## src/rtl/sga_pkg.sv

```systemverilog
`timescale 1ns / 1ps
`default_nettype none

package sga_pkg;

  localparam int TICKS_PER_FRAME_DEF = 6;

  typedef enum logic [1:0] {
    OP_TICK  = 2'd0,
    OP_READ  = 2'd1,
    OP_WRITE = 2'd2,
    OP_POLL  = 2'd3
  } op_t;

  typedef enum logic [1:0] {
    ROUTE_OFF = 2'd0,
    ROUTE_NMI = 2'd1,
    ROUTE_INT = 2'd2,
    ROUTE_RSV = 2'd3
  } route_t;

  localparam logic [1:0] REQ_NONE = 2'd0;
  localparam logic [1:0] REQ_NMI  = 2'd1;
  localparam logic [1:0] REQ_INT  = 2'd2;

  localparam logic [7:0] PORT_STATUS = 8'hF4;
  localparam logic [7:0] PORT_ROLLER = 8'hF5;
  localparam logic [7:0] PORT_SCROLL = 8'hF6;
  localparam logic [7:0] PORT_CTRL   = 8'hF7;
  localparam logic [7:0] PORT_CMD    = 8'hF8;

  localparam logic [7:0] CMD_BOOT_END  = 8'h00;
  localparam logic [7:0] CMD_ROUTE_NMI = 8'h02;
  localparam logic [7:0] CMD_ROUTE_INT = 8'h03;
  localparam logic [7:0] CMD_ROUTE_OFF = 8'h04;
  localparam logic [7:0] CMD_TC_SET    = 8'h05;
  localparam logic [7:0] CMD_TC_CLR    = 8'h06;
  localparam logic [7:0] CMD_DISP_SET  = 8'h07;
  localparam logic [7:0] CMD_DISP_CLR  = 8'h08;
  localparam logic [7:0] CMD_MOTOR_ON  = 8'h09;
  localparam logic [7:0] CMD_MOTOR_OFF = 8'h0A;

  localparam logic [7:0] RDATA_UNUSED = 8'hFF;
  localparam logic [3:0] COUNT_MAX    = 4'hF;

  localparam int IN_DATA_W  = 24;
  localparam int OUT_DATA_W = 40;

  typedef struct packed {
    op_t        op;
    logic [7:0] port;
    logic [7:0] wdata;
    logic       fdc_irq;
  } item_t;

  typedef struct packed {
    logic [7:0] rdata;
    logic [1:0] irq_request;
    logic       timer_int;
    logic [7:0] roller_base_out;
    logic [7:0] scroll_out;
    logic       screen_on;
    logic       inverse_on;
    logic       display_on;
    logic       boot_finish;
    logic       terminal_count;
    logic       motor_on;
  } result_t;

endpackage

`default_nettype wire

```

## src/rtl/sga_in_reg.sv

```systemverilog
`timescale 1ns / 1ps
`default_nettype none

module sga_in_reg (
  input  wire logic             clk,
  input  wire logic             rst_n,
  input  wire logic             in_valid,
  output logic                  in_ready,
  input  wire sga_pkg::item_t   in_item,
  input  wire logic             adv,
  output logic                  item_valid,
  output sga_pkg::item_t        item
);
  import sga_pkg::*;

  logic  vld_r;
  item_t item_r;

  assign in_ready   = !vld_r || adv;
  assign item_valid = vld_r;
  assign item       = item_r;

  always_ff @(posedge clk) begin
    if (!rst_n) begin
      vld_r <= 1'b0;
    end else if (in_ready) begin
      vld_r <= in_valid;
    end
  end

  always_ff @(posedge clk) begin
    if (in_ready && in_valid) begin
      item_r <= in_item;
    end
  end

endmodule

`default_nettype wire

```

## src/rtl/sga_regs.sv

```systemverilog
`timescale 1ns / 1ps
`default_nettype none

module sga_regs #(
  parameter int TICKS_PER_FRAME = sga_pkg::TICKS_PER_FRAME_DEF
) (
  input  wire logic             clk,
  input  wire logic             rst_n,
  input  wire logic             adv,
  input  wire sga_pkg::item_t   item,
  output sga_pkg::result_t      res
);
  import sga_pkg::*;

  localparam int PW = (TICKS_PER_FRAME > 2) ? $clog2(TICKS_PER_FRAME) : 1;
  localparam logic [PW-1:0] PHASE_LAST = PW'(TICKS_PER_FRAME - 1);

  logic [7:0]    roller_r, roller_nxt;
  logic [7:0]    scroll_r, scroll_nxt;
  logic          screen_r, screen_nxt;
  logic          inverse_r, inverse_nxt;
  logic          display_r, display_nxt;
  logic [3:0]    count_r, count_nxt;
  logic [PW-1:0] phase_r, phase_nxt;
  logic          flyback_r, flyback_nxt;
  route_t        route_r, route_nxt;
  logic          prev_irq_r, prev_irq_nxt;
  logic          tc_r, tc_nxt;
  logic          motor_r, motor_nxt;

  logic [7:0] status;
  logic [7:0] rdata;
  logic [1:0] req;
  logic       tint;
  logic       boot;

  assign status = {1'b0, flyback_r, item.fdc_irq, 1'b0, count_r};

  always_comb begin
    roller_nxt   = roller_r;
    scroll_nxt   = scroll_r;
    screen_nxt   = screen_r;
    inverse_nxt  = inverse_r;
    display_nxt  = display_r;
    count_nxt    = count_r;
    phase_nxt    = phase_r;
    flyback_nxt  = flyback_r;
    route_nxt    = route_r;
    prev_irq_nxt = prev_irq_r;
    tc_nxt       = tc_r;
    motor_nxt    = motor_r;
    rdata        = 8'h00;
    req          = REQ_NONE;
    tint         = 1'b0;
    boot         = 1'b0;
    unique case (item.op)
      OP_TICK: begin
        if (count_r != COUNT_MAX) begin
          count_nxt = count_r + 4'd1;
        end
        phase_nxt   = (phase_r == PHASE_LAST) ? '0 : phase_r + PW'(1);
        flyback_nxt = (phase_nxt == PHASE_LAST);
        tint        = 1'b1;
      end
      OP_READ: begin
        if (item.port == PORT_STATUS) begin
          rdata     = status;
          count_nxt = 4'd0;
        end else if (item.port == PORT_CMD) begin
          rdata = status;
        end else begin
          rdata = RDATA_UNUSED;
        end
      end
      OP_WRITE: begin
        unique case (item.port)
          PORT_ROLLER: roller_nxt = item.wdata;
          PORT_SCROLL: scroll_nxt = item.wdata;
          PORT_CTRL: begin
            screen_nxt  = item.wdata[6];
            inverse_nxt = item.wdata[7];
          end
          PORT_CMD: begin
            unique case (item.wdata)
              CMD_BOOT_END:  boot = 1'b1;
              CMD_ROUTE_NMI: begin
                route_nxt    = ROUTE_NMI;
                prev_irq_nxt = 1'b0;
              end
              CMD_ROUTE_INT: begin
                route_nxt    = ROUTE_INT;
                prev_irq_nxt = 1'b0;
              end
              CMD_ROUTE_OFF: route_nxt   = ROUTE_OFF;
              CMD_TC_SET:    tc_nxt      = 1'b1;
              CMD_TC_CLR:    tc_nxt      = 1'b0;
              CMD_DISP_SET:  display_nxt = 1'b1;
              CMD_DISP_CLR:  display_nxt = 1'b0;
              CMD_MOTOR_ON:  motor_nxt   = 1'b1;
              CMD_MOTOR_OFF: motor_nxt   = 1'b0;
              default: ;
            endcase
          end
          default: ;
        endcase
      end
      OP_POLL: begin
        if (route_r == ROUTE_INT && item.fdc_irq) begin
          req = REQ_INT;
        end else if (route_r == ROUTE_NMI && item.fdc_irq && !prev_irq_r) begin
          req = REQ_NMI;
        end
        prev_irq_nxt = item.fdc_irq;
      end
      default: ;
    endcase
  end

  always_comb begin
    res.rdata           = rdata;
    res.irq_request     = req;
    res.timer_int       = tint;
    res.roller_base_out = roller_nxt;
    res.scroll_out      = scroll_nxt;
    res.screen_on       = screen_nxt;
    res.inverse_on      = inverse_nxt;
    res.display_on      = display_nxt;
    res.boot_finish     = boot;
    res.terminal_count  = tc_nxt;
    res.motor_on        = motor_nxt;
  end

  always_ff @(posedge clk) begin
    if (!rst_n) begin
      roller_r   <= 8'h00;
      scroll_r   <= 8'h00;
      screen_r   <= 1'b1;
      inverse_r  <= 1'b0;
      display_r  <= 1'b1;
      count_r    <= 4'd0;
      phase_r    <= '0;
      flyback_r  <= 1'b0;
      route_r    <= ROUTE_OFF;
      prev_irq_r <= 1'b0;
      tc_r       <= 1'b0;
      motor_r    <= 1'b0;
    end else if (adv) begin
      roller_r   <= roller_nxt;
      scroll_r   <= scroll_nxt;
      screen_r   <= screen_nxt;
      inverse_r  <= inverse_nxt;
      display_r  <= display_nxt;
      count_r    <= count_nxt;
      phase_r    <= phase_nxt;
      flyback_r  <= flyback_nxt;
      route_r    <= route_nxt;
      prev_irq_r <= prev_irq_nxt;
      tc_r       <= tc_nxt;
      motor_r    <= motor_nxt;
    end
  end

endmodule

`default_nettype wire

```

## src/rtl/sga_out_reg.sv

```systemverilog
`timescale 1ns / 1ps
`default_nettype none

module sga_out_reg (
  input  wire logic              clk,
  input  wire logic              rst_n,
  input  wire logic              item_valid,
  input  wire sga_pkg::result_t  res,
  output logic                   adv,
  output logic                   out_valid,
  input  wire logic              out_ready,
  output sga_pkg::result_t       out_res
);
  import sga_pkg::*;

  logic    vld_r;
  result_t res_r;

  assign adv       = item_valid && (!vld_r || out_ready);
  assign out_valid = vld_r;
  assign out_res   = res_r;

  always_ff @(posedge clk) begin
    if (!rst_n) begin
      vld_r <= 1'b0;
    end else if (!vld_r || out_ready) begin
      vld_r <= item_valid;
    end
  end

  always_ff @(posedge clk) begin
    if (adv) begin
      res_r <= res;
    end
  end

endmodule

`default_nettype wire

```

## src/rtl/system_gate_array_regs_core.sv

```systemverilog
// Gate array register block: ticks, port reads/writes and floppy interrupt polls.
// Pipeline: input register, then result register; an item waits in the input register while the output stalls.
// Throughput: one item per cycle while out_tready allows; register state updates as an item enters the result register.
// Reset: rst_n synchronous active low; clears both stages and loads register reset values.
`timescale 1ns / 1ps
`default_nettype none

module system_gate_array_regs_core #(
  parameter int TICKS_PER_FRAME = sga_pkg::TICKS_PER_FRAME_DEF
) (
  input  wire logic                               clk,
  input  wire logic                               rst_n,
  input  wire logic                               in_tvalid,
  output logic                                    in_tready,
  // port[7:0], wdata[15:8], fdc_irq[16], zero[23:17]
  input  wire logic [sga_pkg::IN_DATA_W-1:0]      in_tdata,
  // op[1:0]
  input  wire logic [1:0]                         in_tuser,
  output logic                                    out_tvalid,
  input  wire logic                               out_tready,
  // rdata[7:0], irq_request[9:8], timer_int[10], roller_base_out[18:11],
  // scroll_out[26:19], screen_on[27], inverse_on[28], display_on[29],
  // boot_finish[30], terminal_count[31], motor_on[32], zero[39:33]
  output logic [sga_pkg::OUT_DATA_W-1:0]          out_tdata
);
  import sga_pkg::*;

  item_t   in_item;
  item_t   item;
  logic    item_valid;
  logic    adv;
  result_t res;
  result_t out_res;

  assign in_item.op      = op_t'(in_tuser);
  assign in_item.port    = in_tdata[7:0];
  assign in_item.wdata   = in_tdata[15:8];
  assign in_item.fdc_irq = in_tdata[16];

  sga_in_reg u_in (
    .clk        (clk),
    .rst_n      (rst_n),
    .in_valid   (in_tvalid),
    .in_ready   (in_tready),
    .in_item    (in_item),
    .adv        (adv),
    .item_valid (item_valid),
    .item       (item)
  );

  sga_regs #(
    .TICKS_PER_FRAME (TICKS_PER_FRAME)
  ) u_regs (
    .clk   (clk),
    .rst_n (rst_n),
    .adv   (adv),
    .item  (item),
    .res   (res)
  );

  sga_out_reg u_out (
    .clk        (clk),
    .rst_n      (rst_n),
    .item_valid (item_valid),
    .res        (res),
    .adv        (adv),
    .out_valid  (out_tvalid),
    .out_ready  (out_tready),
    .out_res    (out_res)
  );

  assign out_tdata = {7'd0,
                      out_res.motor_on,
                      out_res.terminal_count,
                      out_res.boot_finish,
                      out_res.display_on,
                      out_res.inverse_on,
                      out_res.screen_on,
                      out_res.scroll_out,
                      out_res.roller_base_out,
                      out_res.timer_int,
                      out_res.irq_request,
                      out_res.rdata};

endmodule

`default_nettype wire

```

## config.mk

```make
export PLATFORM = sky130hd
export DESIGN_NAME = system_gate_array_regs_core
export DESIGN_NICKNAME = d
export VERILOG_FILES = /design/src/rtl/sga_pkg.sv /design/src/rtl/sga_in_reg.sv /design/src/rtl/sga_regs.sv /design/src/rtl/sga_out_reg.sv /design/src/rtl/system_gate_array_regs_core.sv
export SDC_FILE = /design/constraint.sdc
export NUM_CORES = 1
export LEC_CHECK = 0
export BUFFER_PORTS_ARGS = -buffer_cell sky130_fd_sc_hd__buf_2
export CORE_ASPECT_RATIO = 1.1
export CORE_MARGIN = 2
export CORE_UTILIZATION = 40
export DETAILED_ROUTE_END_ITERATION = 12
export SLEW_MARGIN = 20
export SYNTH_ARGS = -nofsm -noshare
export SYNTH_HDL_FRONTEND = slang
export SYNTH_HIERARCHICAL = 1
export SYNTH_SLANG_ARGS = --single-unit
```

## constraint.sdc

```tcl
create_clock -name clk -period 4.2 [get_ports clk]
set_input_delay 0.84 -clock clk [delete_from_list [all_inputs] [get_ports clk]]
set_output_delay 0.84 -clock clk [all_outputs]
set_load 0.02 [all_outputs]
```

==> metrics.md <==
| Metric | Value |
|---|---|
| Die width | a little under 100 um |
| FP Rows | 36 |
| PostCTS Resize Cnt | 0 |
| Synth async-reset ratio | 0% |
| Largest net degree at the start of global routing | between 40 and 50 |
| Die ar. | 10100 um2 |
| Outcome | finished clean |
| Avg Inst Size Synth | approximately 12 um2 |
| Synth Register Bits | between 80 and 90 |
| Final Core Density | a little under half |
| Final-stage net count | 386 |
| Top_reg_cell synth | edfxtp_1 |
| Internal Power | 0.00134 W |
| Synth Instances | approximately 300 |
| P_leak | roughly 1.7 nW |
| Slew Viols, Final | 0 |
| Net switching power of the design | a little over 0.0004 W |
| Final Instance Area | 4280 um2 |
| Max rail drop VDD | between 0.2 and 0.25 mV |
| Highest clock rate | 0.390 GHz |
| Crit path launch type | input port |
| Setup TNS | 0 ns |
| Max stage delay on crit path | 0.28 ns |
| Comb pwr share | 7.0% |
| Final setup viols | 0 |
| CP Capture Point | in_tready |
| Post-synthesis sequential area ratio | 60.1% |
| Diode count | 0 |
| First-pass GRT wire length | 11.3 mm |
| Reg2reg end | u_regs/route_r[1] |
| Share of cells above drive strength 1 | around 29% |
| Gpl congestion | 0.765 |
| Worst Tran Pin Value | between 0.9 and 1 ns |
| RSZ-0062 raised after global routing | no |
| CP Max Fanout | 22 |
| Antenna-violating nets left | 0 |
| CTS root buf | clkbuf_8 |
| WP buf/inv | 3 |
| Critical path's slowest cell | buf_4 |
| Critical path origin | out_tready |
| Worst reg2reg path depth | 4 |
| Final period utilization | 61.0% |
| Wirelength per Cell | approximately 15 um |
| GRT overflow | 0 |
| Post-route non-filler standard cell count | roughly 470 |
| CTS tree | built |
| Drt initial violations | roughly 110 |
| WS Path Type | input port to output port |
| Sequential power share | 54.7% |
| Clock power share | about two fifths |
| Worst Hold Class | flop to flop |
| IO buf count | 57 |
| Fill count | between 800 and 900 |
| Worst path top cell family by delay | buffers and inverters |
| Critical path cell sequence | buf_2 -> nor2b_4 -> nor2b_4 -> buf_4 -> nand2b_4 -> buf_2 |
| Crit path depth | 6 |
| Hold path depth | 2 |
| Clk_lat worst skew | between 0.3 and 0.4 ns |
| Yosys warning total | 6 |
| Maximum clock path buffer count | 2 |
| R2r setup slk | between 1.5 and 2 ns |
| Total chip power | about 0.0017 W |
| Required @ worst endpoint | approximately 3.4 ns |
| Max-cap violations | 0 |
| EDFF count, synth | between 50 and 60 |
| Yosys cell types | between 40 and 50 |
| Total Wirelength | 6.91 mm |
| Clock Sinks | 86 |
| Synth Cell Area | 3730 um2 |
| Hold Vio Cnt, Final | 0 |
| Core area | ~9000 um2 |
| # DRC | 0 |
| DP Area | around 4000 um2 |
| Initial Utilization | around two fifths |
| Critical R2R Launch | u_in/item[10] |
| Worst setup EP type | output port |
| Layout Area Growth over Synthesis | 14.7% |
| TritonCTS Buffers | 9 |
| Total global-route track usage | 14.7% |
| Setup bufs post-CTS | 0 |
| Drt pass-1 iters | 4 |
| Post-DP HPWL | around 4.6 mm |
| Initial antenna violation count | 0 |
| Sw frac | 23.1% |
| Inst Count DP | about 460 |
| Min Tclk post-route | approximately 2.6 ns |
| Via count | around 2400 |
| Reg clk slew, reported paths | 0.09 ns |
| I/O pin count | 72 |
| Pwr dens | roughly 410 nW/um2 |
| Skew final | 0.0110 ns |
| Vias in the first global route | about 2400 |
| CTS H-tree lvls | 3 |
| Slew margin rel. | 38.5% |
| CP Data Arrival Time | between 1.5 and 2 ns |
| Via density | between 5 and 6 |
| Die Ht | about 110 um |
| Hold-fix buffers at CTS | 0 |
==> worst reg2reg max path, cell delays in order (launching register included) <==
cell      delay, ns
edfxtp_1       0.48
nor4b_1        0.80
nand2_1        0.27
or4_1          0.57
a21oi_1        0.14
==> placed cells by master, fill, tap and decap left out, types with 3 or more instances in the layout <==
master / instances
o31ai_1: 5
nor3b_1: 4
nor4_1: 4
nand4_1: 3
nand3_1: 13
a21o_1: 7
buf_2: 57
o311ai_0: 3
nand4b_1: 3
o211ai_1: 4
inv_1: 9
a21oi_1: 7
a31oi_1: 4
mux2i_1: 17
dfxtp_1: 34
nand2_1: 35
conb_1: 7
edfxtp_1: 52
mux2_2: 19
o21ai_0: 5
nor2b_1: 3
nor2_1: 10
clkbuf_8: 9
==> area by class of cell <==
class | count | area (um2) | share of cell area, %
Inverter | 9 | 33.8 | 0.790
Clock inverter | 5 | 81.3 | 1.90
Multi-Input combinational cell | 190 | 1330 | 31.0
Tap cell | 114 | 143 | 3.33
Timing Repair Buffer | 59 | 300 | 7.02
Sequential cell | 86 | 2240 | 52.4
Clock buffer | 11 | 153 | 3.57
==> flip-flops by register name, indices dropped and copies added (netlist names), 2 cells and up <==
| register | flops |
|---|---|
| u_in/item | 19 |
| u_out/out_res | 33 |
| u_regs/count_r | 4 |
| u_regs/phase_r | 3 |
| u_regs/roller_r | 8 |
| u_regs/route_r | 2 |
| u_regs/scroll_r | 8 |
==> worst min-delay path by stage <==
stage | startpoint | end | slack, ns
2_1_floorplan | u_regs/roller_r[0] | u_regs/roller_r[0] | 0.43
3_3_place_gp | u_regs/roller_r[3] | u_regs/roller_r[3] | 0.44
3_5_place_dp | u_regs/roller_r[0] | u_regs/roller_r[0] | 0.45
4_1_cts | u_regs/roller_r[2] | u_regs/roller_r[2] | 0.46
5_1_grt | u_regs/roller_r[6] | u_regs/roller_r[6] | 0.48
6_report | u_regs/roller_r[7] | u_regs/roller_r[7] | 0.46
==> stage by stage <==
| stage | hold WS (ns) | worst slack, ns |
|---|---|---|
| detailed placement | 0.448 | 1.53 |
| global placement | 0.443 | 1.54 |
| floorplan | 0.432 | 0.200 |
| CTS | 0.461 | 1.62 |
| global route | 0.483 | 1.57 |
| finish | 0.460 | 1.64 |
==> power by group through the flow <==
stage / clock network (W) / registers [W] / logic (W)
floorplan: 0 / 0.000986 / 0.0000689
global placement: 0 / 0.000972 / 0.000122
detailed placement: 0 / 0.000973 / 0.000122
CTS: 0.000682 / 0.000953 / 0.000123
global route: 0.000720 / 0.000958 / 0.000133
finish: 0.000668 / 0.000953 / 0.000121
==> cells in the mapped netlist, types with 2 or more instances <==
cell	instances	area share [%]
nor3b_1	4	0.81
clkbuf_1	12	1.2
nor4b_1	2	0.47
dfxtp_1	34	18
a2bb2oi_1	2	0.47
a21o_1	7	1.4
nor3_2	2	0.54
mux2i_1	17	4.6
nand3_1	13	1.7
nand4_1	3	0.50
o311ai_0	3	0.70
inv_1	9	0.91
nor2b_1	4	0.67
or3_1	2	0.34
and3b_1	2	0.47
a31oi_1	4	0.67
or2_2	2	0.34
and4_1	2	0.47
nor4_1	4	0.67
and3_1	2	0.34
o311a_1	2	0.54
nand4b_1	3	0.70
mux2_2	19	5.7
a21oi_1	7	0.94
o211ai_1	4	0.81
o21ai_0	5	0.67
nand2_1	35	3.5
edfxtp_1	52	42
nor4bb_1	2	0.54
nor2_1	10	1.0
nand2b_1	2	0.34
o31ai_1	5	1.0
buf_4	15	3.0
==> layer usage <==
layer / global-route usage (%) / routed length, um
met1: 19.9 / 3170
met2: 21.8 / 3270
met5: 0 / 0
met4: 7.35 / 120
met3: 3.65 / 347
==> cell families (layout without fill, tap and decap cells) <==
kind of cell	Yosys count	in the layout	synth area share, %
other cells	1	7	0.101
buf+inv	36	84	5.13
simple gates	102	102	15.6
xor+xnor	2	2	0.470
compound gates	42	42	7.95
mux	36	36	10.3
fa+ha+maj	1	1	0.336
flops	86	86	60.1
No activity file was read; power rests on OpenSTA's default activity.
